`src/rtl/utc_pkg.sv`:
```
// ----------------------------------------------------------------------------
// utc_pkg
// Shared types and constants of the UTF-16 to UTF-8 converter.
// ----------------------------------------------------------------------------
package utc_pkg;

  localparam logic [7:0]  BOM_FE     = 8'hFE;
  localparam logic [7:0]  BOM_FF     = 8'hFF;
  localparam logic [15:0] ONE_LIMIT  = 16'h0080;
  localparam logic [15:0] TWO_LIMIT  = 16'h0800;
  localparam logic [2:0]  LEAD2_TAG  = 3'b110;
  localparam logic [3:0]  LEAD3_TAG  = 4'b1110;
  localparam logic [1:0]  CONT_TAG   = 2'b10;
  localparam int          MAX_BYTES  = 3;

  // Bytes of one encoded code unit; bytes[0] goes out first.
  typedef struct packed {
    logic [MAX_BYTES-1:0][7:0] bytes;
    logic [1:0]                cnt;
    logic                      fin;
  } utc_entry_t;

  function automatic logic is_bom(input logic [7:0] first, input logic [7:0] second);
    is_bom = ((first == BOM_FE) && (second == BOM_FF)) ||
             ((first == BOM_FF) && (second == BOM_FE));
  endfunction

endpackage

```
`src/rtl/utc_decode.sv`:
```
// ----------------------------------------------------------------------------
// utc_decode
// Byte-order-mark tracking, byte pairing and UTF-8 encoding of one code unit.
// ----------------------------------------------------------------------------
module utc_decode
  import utc_pkg::*;
(
  input  logic       clk_i,
  input  logic       rst_ni,
  input  logic       fire_i,
  input  logic [7:0] data_byte_i,
  input  logic       final_byte_i,
  output utc_entry_t entry_o
);

  logic       big_q, big_d;
  logic       seen_q, seen_d;
  logic       half_q, half_d;
  logic [7:0] held_q, held_d;
  logic [7:0] prev_q, prev_d;
  logic       prev_vld_q, prev_vld_d;

  logic        emit;
  logic [15:0] unit;

  always_comb begin
    big_d      = big_q;
    seen_d     = seen_q;
    half_d     = half_q;
    held_d     = held_q;
    prev_d     = prev_q;
    prev_vld_d = prev_vld_q;
    emit       = 1'b0;
    if (!seen_q) begin
      if (prev_vld_q && is_bom(prev_q, data_byte_i)) begin
        big_d      = (prev_q == BOM_FE);
        seen_d     = 1'b1;
        half_d     = 1'b0;
        prev_vld_d = 1'b0;
      end else begin
        prev_d     = data_byte_i;
        prev_vld_d = 1'b1;
      end
    end else if (!half_q) begin
      held_d = data_byte_i;
      half_d = 1'b1;
    end else begin
      half_d = 1'b0;
      if (is_bom(held_q, data_byte_i)) begin
        big_d = (held_q == BOM_FE);
      end else begin
        emit = 1'b1;
      end
    end
    if (final_byte_i) begin
      big_d      = 1'b0;
      seen_d     = 1'b0;
      half_d     = 1'b0;
      held_d     = '0;
      prev_d     = '0;
      prev_vld_d = 1'b0;
    end
  end

  assign unit = big_q ? {held_q, data_byte_i} : {data_byte_i, held_q};

  always_comb begin
    entry_o       = '0;
    entry_o.fin   = final_byte_i;
    if (!emit) begin
      entry_o.cnt = 2'd0;
    end else if (unit < ONE_LIMIT) begin
      entry_o.cnt      = 2'd1;
      entry_o.bytes[0] = unit[7:0];
    end else if (unit < TWO_LIMIT) begin
      entry_o.cnt      = 2'd2;
      entry_o.bytes[0] = {LEAD2_TAG, unit[10:6]};
      entry_o.bytes[1] = {CONT_TAG, unit[5:0]};
    end else begin
      entry_o.cnt      = 2'd3;
      entry_o.bytes[0] = {LEAD3_TAG, unit[15:12]};
      entry_o.bytes[1] = {CONT_TAG, unit[11:6]};
      entry_o.bytes[2] = {CONT_TAG, unit[5:0]};
    end
  end

  always_ff @(posedge clk_i or negedge rst_ni) begin
    if (!rst_ni) begin
      big_q      <= 1'b0;
      seen_q     <= 1'b0;
      half_q     <= 1'b0;
      held_q     <= '0;
      prev_q     <= '0;
      prev_vld_q <= 1'b0;
    end else if (fire_i) begin
      big_q      <= big_d;
      seen_q     <= seen_d;
      half_q     <= half_d;
      held_q     <= held_d;
      prev_q     <= prev_d;
      prev_vld_q <= prev_vld_d;
    end
  end

endmodule

```
`src/rtl/utc_serial.sv`:
```
// ----------------------------------------------------------------------------
// utc_serial
// One-entry holding slot and byte serializer driving the output stream.
// ----------------------------------------------------------------------------
module utc_serial
  import utc_pkg::*;
(
  input  logic       clk_i,
  input  logic       rst_ni,
  input  logic       load_i,
  input  utc_entry_t entry_i,
  output logic       free_o,
  output logic       m_axis_tvalid_o,
  input  logic       m_axis_tready_i,
  output logic [7:0] m_axis_tdata_o,
  output logic       m_axis_tlast_o,
  output logic       m_axis_tuser_o
);

  logic       slot_vld_q, slot_vld_d;
  utc_entry_t slot_q, slot_d;
  logic       ser_vld_q, ser_vld_d;
  utc_entry_t ser_q, ser_d;
  logic       out_fire;
  logic       ser_take;

  assign out_fire = ser_vld_q && m_axis_tready_i;
  assign ser_take = !ser_vld_q || (out_fire && (ser_q.cnt == 2'd1));
  assign free_o   = !slot_vld_q || ser_take;

  always_comb begin
    slot_vld_d = slot_vld_q;
    slot_d     = slot_q;
    ser_vld_d  = ser_vld_q;
    ser_d      = ser_q;
    if (ser_take) begin
      ser_vld_d = slot_vld_q;
      ser_d     = slot_q;
      if (slot_vld_q) begin
        slot_vld_d = 1'b0;
      end
    end else if (out_fire) begin
      ser_d.bytes[0] = ser_q.bytes[1];
      ser_d.bytes[1] = ser_q.bytes[2];
      ser_d.cnt      = ser_q.cnt - 2'd1;
    end
    if (load_i) begin
      slot_vld_d = 1'b1;
      slot_d     = entry_i;
    end
  end

  always_ff @(posedge clk_i or negedge rst_ni) begin
    if (!rst_ni) begin
      slot_vld_q <= 1'b0;
      ser_vld_q  <= 1'b0;
    end else begin
      slot_vld_q <= slot_vld_d;
      ser_vld_q  <= ser_vld_d;
    end
  end

  always_ff @(posedge clk_i) begin
    slot_q <= slot_d;
    ser_q  <= ser_d;
  end

  assign m_axis_tvalid_o = ser_vld_q;
  assign m_axis_tdata_o  = ser_q.bytes[0];
  assign m_axis_tlast_o  = (ser_q.cnt == 2'd1);
  assign m_axis_tuser_o  = ser_q.fin;

endmodule

```
`src/rtl/utf16_to_utf8_converter.sv`:
```
// ----------------------------------------------------------------------------
// utf16_to_utf8_converter
// UTF-16 byte stream to UTF-8 byte stream, byte order from the mark.
// ----------------------------------------------------------------------------
// Takes one UTF-16 byte per item and, once a byte-order mark has been seen,
// emits the UTF-8 bytes of each completed code unit, one byte per cycle while
// the receiver is ready. An input byte is taken when valid meets ready and,
// while the output keeps up, a new one can follow in the next cycle. A
// completed unit goes to a holding slot, then to the output register, from
// which its first byte is offered. A code unit takes two input bytes and
// one to three output bytes; the input stalls only while both the slot and
// the output register are busy. tlast on the output closes the bytes of one
// input item, tuser flags those caused by the item marked tlast on the
// input, after which all state returns to reset.
module utf16_to_utf8_converter
  import utc_pkg::*;
(
  input  logic       clk_i,
  input  logic       rst_ni,
  input  logic       s_axis_tvalid_i,
  output logic       s_axis_tready_o,
  input  logic [7:0] s_axis_tdata_i,   // [7:0] data_byte
  input  logic       s_axis_tlast_i,   // final_byte
  output logic       m_axis_tvalid_o,
  input  logic       m_axis_tready_i,
  output logic [7:0] m_axis_tdata_o,   // [7:0] utf8_byte
  output logic       m_axis_tlast_o,   // run_end
  output logic       m_axis_tuser_o    // [0] text_end
);

  logic       in_fire;
  logic       slot_free;
  utc_entry_t entry;

  assign s_axis_tready_o = slot_free;
  assign in_fire         = s_axis_tvalid_i && slot_free;

  utc_decode u_decode (
    .clk_i        (clk_i),
    .rst_ni       (rst_ni),
    .fire_i       (in_fire),
    .data_byte_i  (s_axis_tdata_i),
    .final_byte_i (s_axis_tlast_i),
    .entry_o      (entry)
  );

  utc_serial u_serial (
    .clk_i           (clk_i),
    .rst_ni          (rst_ni),
    .load_i          (in_fire && (entry.cnt != 2'd0)),
    .entry_i         (entry),
    .free_o          (slot_free),
    .m_axis_tvalid_o (m_axis_tvalid_o),
    .m_axis_tready_i (m_axis_tready_i),
    .m_axis_tdata_o  (m_axis_tdata_o),
    .m_axis_tlast_o  (m_axis_tlast_o),
    .m_axis_tuser_o  (m_axis_tuser_o)
  );

endmodule

```
`config.mk`:
```
export PLATFORM = sky130hd
export DESIGN_NAME = utf16_to_utf8_converter
export DESIGN_NICKNAME = d
export VERILOG_FILES = /design/src/rtl/utc_pkg.sv /design/src/rtl/utc_decode.sv /design/src/rtl/utc_serial.sv /design/src/rtl/utf16_to_utf8_converter.sv
export SDC_FILE = /design/constraint.sdc
export NUM_CORES = 1
export LEC_CHECK = 0
export BUFFER_PORTS_ARGS = -buffer_cell sky130_fd_sc_hd__buf_2
export CAP_MARGIN = 20
export CORE_UTILIZATION = 41
export CTS_CLUSTER_SIZE = 30
export DETAILED_ROUTE_END_ITERATION = 10
export GPL_TIMING_DRIVEN = 1
export PLACE_DENSITY_LB_ADDON = 0.05
export SLEW_MARGIN = 40
export SYNTH_ARGS = -nofsm -noshare
export SYNTH_HDL_FRONTEND = slang
export SYNTH_HIERARCHICAL = 1
export SYNTH_SLANG_ARGS = --single-unit
export TNS_END_PERCENT = 10
```
`constraint.sdc`:
```
create_clock -name clk_i -period 5.7 [get_ports clk_i]
set_clock_uncertainty 0.2 [all_clocks]
set_input_delay 0.57 -clock clk_i [delete_from_list [all_inputs] [get_ports clk_i]]
set_output_delay 0.57 -clock clk_i [all_outputs]
set_load 0.005 [all_outputs]
```
==> flow_metrics.env, run 1 <==
export IMPL_status="complete, no violations"
export IMPL_finalHoldViolations=0
export IMPL_max_slew_margin=0.4913
export IMPL_hp_class="flip-flop to flip-flop"
export IMPL_critPathArrivalTime_ns=3.16
export IMPL_postSynthAreaPerCell_sq_um=12.44
export IMPL_area_growth_pct=8.038
export IMPL_clk_latency_ns=0.35
export IMPL_layout_min_cycle_time_ns=3.385
export IMPL_period_share=0.5938
export IMPL_setup_tns_ns=0
export IMPL_cts_resized=0
export IMPL_ys_types=48
export IMPL_setup_viol=0
export IMPL_fp_dieW_microns=95.65
export IMPL_drt_total_wl_microns=6844
export IMPL_async_reset_ff_frac=0.2895
export IMPL_met3_usage=0.04545
export IMPL_antenna_found_initial=0
export IMPL_grt_busiest_layer="met2"
export IMPL_routedWlPerCell_microns=16.65
export IMPL_cts_tree="built"
export IMPL_rows=33
export IMPL_grt_max_degree=29
export IMPL_drive_gt1_frac=0.2157
export IMPL_final_cell_mix="edfxtp_1 (54), buf_2 (24), dfrtp_1 (21), mux2_2 (18)"
export IMPL_cts_path_max_buffers=2
export IMPL_whs_ns=0.2227
export IMPL_num_antenna_cells=0
export IMPL_slew_viol_final=0
export IMPL_worstMarginPinSlew_ns=0.7631
export IMPL_worstSetupStartpointType="flip-flop"
export IMPL_final_util=0.4658
export IMPL_dr_pass1_iters=4
export IMPL_htree_levels=3
export IMPL_cpMostUsedCell="nor2_1"
export IMPL_io_buffers=24
export IMPL_crit_fanout=28
export IMPL_clock_root_buffer="clkbuf_8"
export IMPL_reg2reg_slack_ns=2.32
export IMPL_die_y_microns=95.65
export IMPL_gr_total_overflow=0
export IMPL_ir_drop_uv=99.09
export IMPL_path_class="flip-flop to flip-flop"
export IMPL_io_pins=25
export IMPL_initial_core_util=0.4311
export IMPL_ys_seq_area_frac=0.6040
export IMPL_cp_end_kind="flip-flop"
export IMPL_nets=315
export IMPL_gr_usage_met2=0.2554
export IMPL_final_common_cell="edfxtp_1"
export IMPL_track_usage=0.1683
export IMPL_hpwl_microns=4514
export IMPL_dp_cells=394
export IMPL_design_power_total_mw=1.036
export IMPL_ys_warnings_count=6
export IMPL_drc=0
export IMPL_synthFlopType="edfxtp_1"
export IMPL_ys_ff_latch=76
export IMPL_powerDensity_nw_per_um2=266.8
export IMPL_cts_buffers=9
export IMPL_netlist_instances=289
export IMPL_slowest_delay_ns=0.65
export IMPL_antenna_left=0
export IMPL_clkTransAtPathRegs_ns=0.08
export IMPL_gp_routability_congestion=0.8090
export IMPL_instances_no_fill=411
export IMPL_syn_cell_area_sq_um=3596
export IMPL_grt_pass1_wl_microns=11240
export IMPL_coreArea_sq_um=8341
export IMPL_first_global_vias=2134
export IMPL_drt_initial_drc_count=118
export IMPL_vias_per_cell=5.285
export IMPL_timing_critical_path_cells="or2_1 -> or4_4 -> a211oi_4 -> nor2_1 -> nor2_1 -> o211a_2"
export IMPL_slowest_stage="o211a_2"
export IMPL_synth_edf_count=54
export IMPL_grt_use_met1=0.2329
export IMPL_fp_dieArea_sq_um=9149
export IMPL_crit_required_ns=5.48
export IMPL_rsz0062_at_grt="false"
export IMPL_cts_sink_count=76
export IMPL_maxCapViolCount=0
export IMPL_post_cts_buffers=0
export IMPL_holdBufCountCts=1
export IMPL_vias=2172
export IMPL_max_freq_mhz=295.4
export IMPL_p_leak_nw=1.415
-- sequential cells by signal (all words and copies together) (netlist names) --
signal and count:
u_decode/held_q 8, u_serial/ser_q 18, u_decode/big_q 1, u_serial/m_axis_tdata_o 8
u_serial/m_axis_tvalid_o 1, u_decode/seen_q 1, u_decode/half_q 1, u_decode/prev_q 8
u_serial/slot_q 27, u_serial/m_axis_tuser_o 1, u_serial/slot_vld_q 1, u_decode/prev_vld_q 1
-- worst max-delay path, delay by kind of cell (launching register included) --
kind | cells | cell delay [ns]
AOI/OAI and AO/OA | 2 | 1.14
and+or+nand+nor | 4 | 1.06
DFF | 1 | 0.60
-- layout make-up --
type / instances / area [sq um]
multi-input cells: 173 / 1214
fillers: 778 / 4456
repair buffers: 25 / 130.1
clock buffers: 10 / 127.6
clock inverters: 6 / 48.80
well taps: 105 / 131.4
inverters: 16 / 60.06
flip-flops and latches: 76 / 2173
-- cells by family after synthesis --
family | Yosys count | synth area share
other cells | 1 | 0.001043
simple gates | 67 | 0.1006
fa+ha+maj | 1 | 0.003479
buf+inv | 41 | 0.06054
flops | 76 | 0.6040
mux | 31 | 0.09255
compound gates | 70 | 0.1329
xor+xnor | 2 | 0.004872
-- final timing paths --
path | start | cells past startpoint | endpoint
max | u_decode/big_q$_DFFE_PN0P_ | 6 | u_serial/slot_q[21]$_DFFE_PP_
min | u_serial/slot_q[24]$_DFFE_PP_ | 0 | u_serial/ser_q[24]$_DFFE_PP_
max reg2reg | u_decode/big_q$_DFFE_PN0P_ | 6 | u_serial/slot_q[21]$_DFFE_PP_
min reg2reg | u_serial/slot_q[24]$_DFFE_PP_ | 0 | u_serial/ser_q[24]$_DFFE_PP_
max in group asynchronous | rst_ni | 2 | u_decode/big_q$_DFFE_PN0P_
min in group asynchronous | rst_ni | 2 | u_decode/prev_q[6]$_DFFE_PN0P_
-- routing by layer --
| metal | share of wire | vias to the layer above |
|---|---|---|
| li1 | - | 1083 |
| met1 | 0.51 | 1043 |
| met2 | 0.45 | 41 |
| met3 | 0.033 | 5 |
| met4 | 0.013 | 0 |
| met5 | 0 | - |
-- report_power, final --
group | internal [mW] | switching, mW | leakage, nW
clock network | 0.161 | 0.207 | 0.0791
registers | 0.597 | 0.0140 | 0.824
logic | 0.0210 | 0.0361 | 0.512
total | 0.779 | 0.257 | 1.42
-- stage by stage --
stage	setup WS (ns)	instance area, sq um
after detailed placement	2.084	3697
after CTS	2.062	3884
after floorplan	2.605	3600
after global routing	2.169	3885
final	2.315	3885
after global placement	1.961	3694
-- cell usage after synthesis, drive strengths merged, types with 3 or more instances --
cell type  count  area [sq um]
a21o           5         37.54
nand4          3         18.77
clkbuf         7         26.28
nand3          3         15.01
o21a           3         22.52
buf           18         131.4
or4            3         26.27
nor2          14         52.55
mux2i         13         130.1
mux2          18         202.7
nor3           4         20.02
nand2         12         45.04
nor4           3         18.77
nand2b        16         100.1
inv           16         60.06
a21oi         11         55.05
a22oi          8         60.06
edfxtp        54          1622
dfrtp         22         550.5
o21ai         13         65.06
o22ai         14         87.58
a31oi          4         25.02
(Power assumes the default switching activity.)
==> run 2, diff against run 1 <==
==> constraint.sdc (replaced) <==
create_clock -name clk_i -period 3.5 [get_ports clk_i]
set_clock_uncertainty 0.2 [all_clocks]
set_input_delay 0.35 -clock clk_i [delete_from_list [all_inputs] [get_ports clk_i]]
set_output_delay 0.35 -clock clk_i [all_outputs]
set_load 0.005 [all_outputs]
==> flow_metrics.env, run 2 (synthesized netlist as in run 1, its figures left out) <==
export IMPL_instances_no_fill=415
export IMPL_path_delay_family="compound AO/OA/AOI/OAI gates"
export IMPL_maxCapViolCount=0
export IMPL_routedWlPerCell_microns=16.30
export IMPL_critPathArrivalTime_ns=2.78
export IMPL_worstSetupStartpointType="flip-flop"
export IMPL_cts_tree="built"
export IMPL_final_cell_mix="edfxtp_1 (54), buf_2 (24), dfrtp_1 (22), mux2_2 (18)"
export IMPL_critical_path_buf_inv_count=2
export IMPL_clkTransAtPathRegs_ns=0.08
export IMPL_largest_register="u_serial/slot_q"
export IMPL_first_global_vias=2049
export IMPL_preCtsSetupSlack_ns=0.5372
export IMPL_crit_fanout=28
export IMPL_setup_tns_ns=0
export IMPL_drt_total_wl_microns=6764
export IMPL_largest_reg_flops=27
export IMPL_reg_top3="u_serial/slot_q x27, u_serial/ser_q x18"
export IMPL_timing_critical_path_cells="buf_4 -> nor3b_1 -> o211ai_1 -> a211oi_4 -> nor2_1 -> nor2_1 -> o211a_1 -> buf_4"
export IMPL_finalHoldViolations=0
export IMPL_powerDensity_nw_per_um2=459.2
export IMPL_slew_viol_final=0
export IMPL_cts_path_max_buffers=2
export IMPL_coreArea_sq_um=8341
export IMPL_htree_levels=3
export IMPL_p_leak_nw=1.483
export IMPL_io_pins=25
export IMPL_slowest_delay_ns=0.49
export IMPL_max_slew_margin=0.5125
export IMPL_layout_min_cycle_time_ns=2.973
export IMPL_rows=33
export IMPL_final_common_cell="edfxtp_1"
export IMPL_dp_cells=398
export IMPL_initial_core_util=0.4311
export IMPL_die_y_microns=95.65
export IMPL_worstMarginPinSlew_ns=0.7313
export IMPL_fp_dieW_microns=95.65
export IMPL_num_fill_cells=782
export IMPL_antenna_left=0
export IMPL_cts_sink_count=76
export IMPL_post_cts_buffers=0
export IMPL_design_power_total_mw=1.815
export IMPL_gr_total_overflow=0
export IMPL_track_usage=0.1638
export IMPL_period_share=0.8494
export IMPL_gp_routability_congestion=0.8625
export IMPL_drive_gt1_frac=0.2194
export IMPL_drc=0
export IMPL_hp_class="input pin to flip-flop"
export IMPL_area_growth_pct=9.916
export IMPL_io_buffers=24
export IMPL_setup_viol=0
export IMPL_crit_required_ns=3.31
export IMPL_nets=319
export IMPL_slowest_stage="dfrtp_1"
export IMPL_clk_latency_ns=0.34
export IMPL_drt_initial_drc_count=135
export IMPL_fp_dieArea_sq_um=9149
export IMPL_ir_drop_uv=182.7
export IMPL_path_class="flip-flop to flip-flop"
export IMPL_cts_buffers=9
export IMPL_hpwl_microns=4597
export IMPL_cp_end_kind="flip-flop"
export IMPL_grt_pass1_wl_microns=11030
export IMPL_max_freq_mhz=336.4
export IMPL_num_antenna_cells=0
export IMPL_grt_max_degree=29
export IMPL_rsz0062_at_grt="false"
export IMPL_whs_ns=0.1142
export IMPL_clock_root_buffer="clkbuf_8"
export IMPL_vias=2218
export IMPL_worst_slack_ns=0.5270
export IMPL_dr_pass1_iters=4
export IMPL_antenna_found_initial=0
export IMPL_status="complete, no violations"
export IMPL_vias_per_cell=5.345
-- run 2: worst reg2reg max path, stage by stage (launching register included) --
cell and delay [ns]:
dfrtp_1 0.49, buf_4 0.30, nor3b_1 0.27, o211ai_1 0.20, a211oi_4 0.47, nor2_1 0.11, nor2_1 0.14, o211a_1 0.15
buf_4 0.32
-- run 2: final timing paths --
check                                              startpoint  slack, ns                        endpoint  cells after the start
worst max register to register     u_decode/big_q$_DFFE_PN0P_       0.53   u_serial/slot_q[13]$_DFFE_PP_                      8
worst max-delay path               u_decode/big_q$_DFFE_PN0P_       0.53   u_serial/slot_q[13]$_DFFE_PP_                      8
min in group asynchronous                              rst_ni       0.31  u_decode/prev_q[3]$_DFFE_PN0P_                      2
worst min-delay path                        s_axis_tdata_i[7]       0.11  u_decode/held_q[7]$_DFFE_PN0P_                      3
max in group asynchronous                              rst_ni       2.43  u_decode/held_q[0]$_DFFE_PN0P_                      2
worst min register to register  u_serial/slot_q[19]$_DFFE_PP_       0.22    u_serial/ser_q[19]$_DFFE_PP_                      0
-- run 2: cell type report --
cell class	count	area (sq um)	area share
Clock inverter	6	87.58	0.02216
Sequential cell	76	2172	0.5495
Tap cell	105	131.4	0.03324
Inverter	16	60.06	0.01519
Clock buffer	10	127.6	0.03229
Timing Repair Buffer	29	160.2	0.04052
Multi-Input combinational cell	173	1214	0.3071
-- run 2: timing repair --
action                    4_1_cts  5_1_grt
hold endpoints to repair       22        0
hold buffers                    1        0
gates resized for setup         0        0
-- run 2: metrics by stage --
step | utilization | instance area [sq um]
global route | 0.4739 | 3953
CTS | 0.4739 | 3953
global placement | 0.4464 | 3724
detailed placement | 0.4469 | 3727
finish | 0.4739 | 3953
floorplan | - | 3600
-- run 2: report_power, final --
part / switching, mW / internal (mW)
clock: 0.324 / 0.403
combinational: 0.0591 / 0.0342
sequential: 0.0220 / 0.972
-- run 2: layer usage --
metal / track usage / vias to the layer above / wire, microns
li1: - / 1089 / -
met1: 0.2382 / 1069 / 3429
met2: 0.2369 / 52 / 2997
met3: 0.03828 / 8 / 239
met4: 0.05970 / 0 / 98
met5: 0 / - / 0
==> run 3, diff against run 2 <==
==> constraint.sdc (replaced) <==
create_clock -name clk_i -period 2.84 [get_ports clk_i]
set_clock_uncertainty 0.2 [all_clocks]
set_input_delay 0.284 -clock clk_i [delete_from_list [all_inputs] [get_ports clk_i]]
set_output_delay 0.284 -clock clk_i [all_outputs]
set_load 0.005 [all_outputs]
==> flow_metrics.env, run 3 (synthesized netlist as in run 1, its figures left out) <==
export IMPL_antenna_left=0
export IMPL_max_freq_mhz=369.7
export IMPL_drt_total_wl_microns=7150
export IMPL_die_y_microns=95.65
export IMPL_period_share=0.9524
export IMPL_hpwl_microns=4863
export IMPL_final_cell_mix="edfxtp_1 (54), buf_2 (24), dfrtp_1 (22), mux2_2 (18)"
export IMPL_reg2reg_slack_ns=0.14
export IMPL_routedWlPerCell_microns=16.90
export IMPL_hold_depth=3
export IMPL_htree_levels=3
export IMPL_hp_class="input pin to flip-flop"
export IMPL_clock_root_buffer="clkbuf_8"
export IMPL_critical_path_buf_inv_count=2
export IMPL_gp_routability_congestion=0.7846
export IMPL_layout_min_cycle_time_ns=2.705
export IMPL_area_growth_pct=10.61
export IMPL_grt_pass1_wl_microns=11650
export IMPL_r2r_end="u_serial/slot_q[15]$_DFFE_PP_"
export IMPL_worstMarginPinSlew_ns=0.5947
export IMPL_min_delay_start="s_axis_tdata_i[7]"
export IMPL_status="complete, no violations"
export IMPL_first_global_vias=2218
export IMPL_drt_initial_drc_count=189
export IMPL_cts_tree="built"
export IMPL_dr_pass1_iters=4
export IMPL_grt_max_degree=29
export IMPL_largest_reg_flops=27
export IMPL_final_common_cell="edfxtp_1"
export IMPL_crit_fanout=28
export IMPL_coreArea_sq_um=8341
export IMPL_antenna_found_initial=0
export IMPL_clkTransAtPathRegs_ns=0.08
export IMPL_worstSetupStartpointType="flip-flop"
export IMPL_rr_startpoint="u_decode/big_q$_DFFE_PN0P_"
export IMPL_critPathArrivalTime_ns=2.55
export IMPL_min_to="u_decode/held_q[7]$_DFFE_PN0P_"
export IMPL_cp_startpoint="u_decode/big_q$_DFFE_PN0P_"
export IMPL_r2r_cells=8
export IMPL_cts_path_max_buffers=2
export IMPL_maxCapViolCount=0
export IMPL_setup_tns_ns=0
export IMPL_rows=33
export IMPL_slew_viol_final=0
export IMPL_nets=327
export IMPL_largest_register="u_serial/slot_q"
export IMPL_max_slew_margin=0.6035
export IMPL_powerDensity_nw_per_um2=525.0
export IMPL_crit_required_ns=2.68
export IMPL_fp_dieW_microns=95.65
export IMPL_gr_usage_met2=0.2679
export IMPL_num_antenna_cells=0
export IMPL_finalHoldViolations=0
export IMPL_gr_total_overflow=0
export IMPL_reg_top3="u_serial/slot_q x27, u_serial/ser_q x18"
export IMPL_drive_gt1_frac=0.2358
export IMPL_final_util=0.4769
export IMPL_io_pins=25
export IMPL_met3_usage=0.04705
export IMPL_setup_viol=0
export IMPL_slowest_stage="dfrtp_1"
export IMPL_drc=0
export IMPL_track_usage=0.1758
export IMPL_design_power_total_mw=2.088
export IMPL_timing_critical_path_cells="buf_4 -> mux2i_1 -> o211ai_1 -> a211oi_4 -> nor2_1 -> nor2_1 -> o211a_2 -> buf_12"
export IMPL_path_delay_family="compound AO/OA/AOI/OAI gates"
export IMPL_rsz0062_at_grt="false"
export IMPL_clk_latency_ns=0.34
export IMPL_fp_dieArea_sq_um=9149
export IMPL_cp_end_kind="flip-flop"
export IMPL_grt_use_met1=0.2407
export IMPL_num_fill_cells=782
export IMPL_grt_busiest_layer="met2"
export IMPL_vias_per_cell=5.371
export IMPL_ir_drop_uv=200.8
export IMPL_initial_core_util=0.4311
export IMPL_p_leak_nw=1.480
export IMPL_cts_buffers=9
export IMPL_path_class="flip-flop to flip-flop"
export IMPL_vias=2272
export IMPL_cts_sink_count=76
export IMPL_cpMostUsedCell="nor2_1"
export IMPL_io_buffers=24
export IMPL_slowest_delay_ns=0.37
[run 3: tightest hold or removal path: stages]
cell and delay (ns):
buf_2 0.13, nand2b_1 0.06, o21ai_0 0.07
[run 3: worst max-delay path by stage]
| stage | depth (start not counted) | slack, ns | to |
|---|---|---|---|
| after floorplan | 6 | 0.07 | u_serial/slot_q[0]$_DFFE_PP_ |
| after global placement | 8 | 0.27 | u_serial/slot_q[0]$_DFFE_PP_ |
| after detailed placement | 8 | 0.20 | u_serial/slot_q[0]$_DFFE_PP_ |
| after CTS | 8 | 0.15 | u_serial/slot_q[15]$_DFFE_PP_ |
| after global routing | 8 | 0.003 | u_serial/slot_q[15]$_DFFE_PP_ |
| final | 8 | 0.14 | u_serial/slot_q[15]$_DFFE_PP_ |
[run 3: repair_timing]
action / CTS / global route
setup endpoints to repair: 0 / 0
gates resized for setup: 0 / 0
hold buffers: 1 / 0
setup buffers: 0 / 0
endpoints found under the hold margin: 22 / 0
[run 3: through the flow]
stage | setup WS, ns | instance area (sq um) | hold slack (ns) | instances
3_5_place_dp | 0.1960 | 3800 | 0.09493 | 406
6_report | 0.1352 | 3978 | 0.04720 | 423
2_1_floorplan | 0.06884 | 3600 | -0.2116 | 290
4_1_cts | 0.1535 | 3978 | 0.02577 | 423
3_3_place_gp | 0.2712 | 3796 | 0.08549 | 406
5_1_grt | 0.002852 | 3978 | 0.05708 | 423
[run 3: power by group]
| group | total, mW | internal [mW] | leakage (nW) | switching (mW) |
|---|---|---|---|---|
| clock network | 0.739 | 0.322 | 0.0780 | 0.417 |
| logic | 0.125 | 0.0477 | 0.576 | 0.0772 |
| registers | 1.22 | 1.20 | 0.826 | 0.0264 |
[run 3: layout make-up]
class | count | area (sq um) | area share
clock buffer | 11 | 131.4 | 0.03303
clock inverter | 5 | 36.28 | 0.009122
inverter | 16 | 60.06 | 0.01510
multi-input combinational | 173 | 1214 | 0.3051
sequential | 76 | 2172 | 0.5461
tap | 105 | 131.4 | 0.03303
timing repair buffer | 37 | 232.7 | 0.05851
[run 3: routing by layer]
metal  part of all wire  vias to the layer above
li1                   -                     1103
met1               0.50                     1110
met2               0.45                       52
met3              0.041                        7
met4              0.013                        0
met5                  0                        -
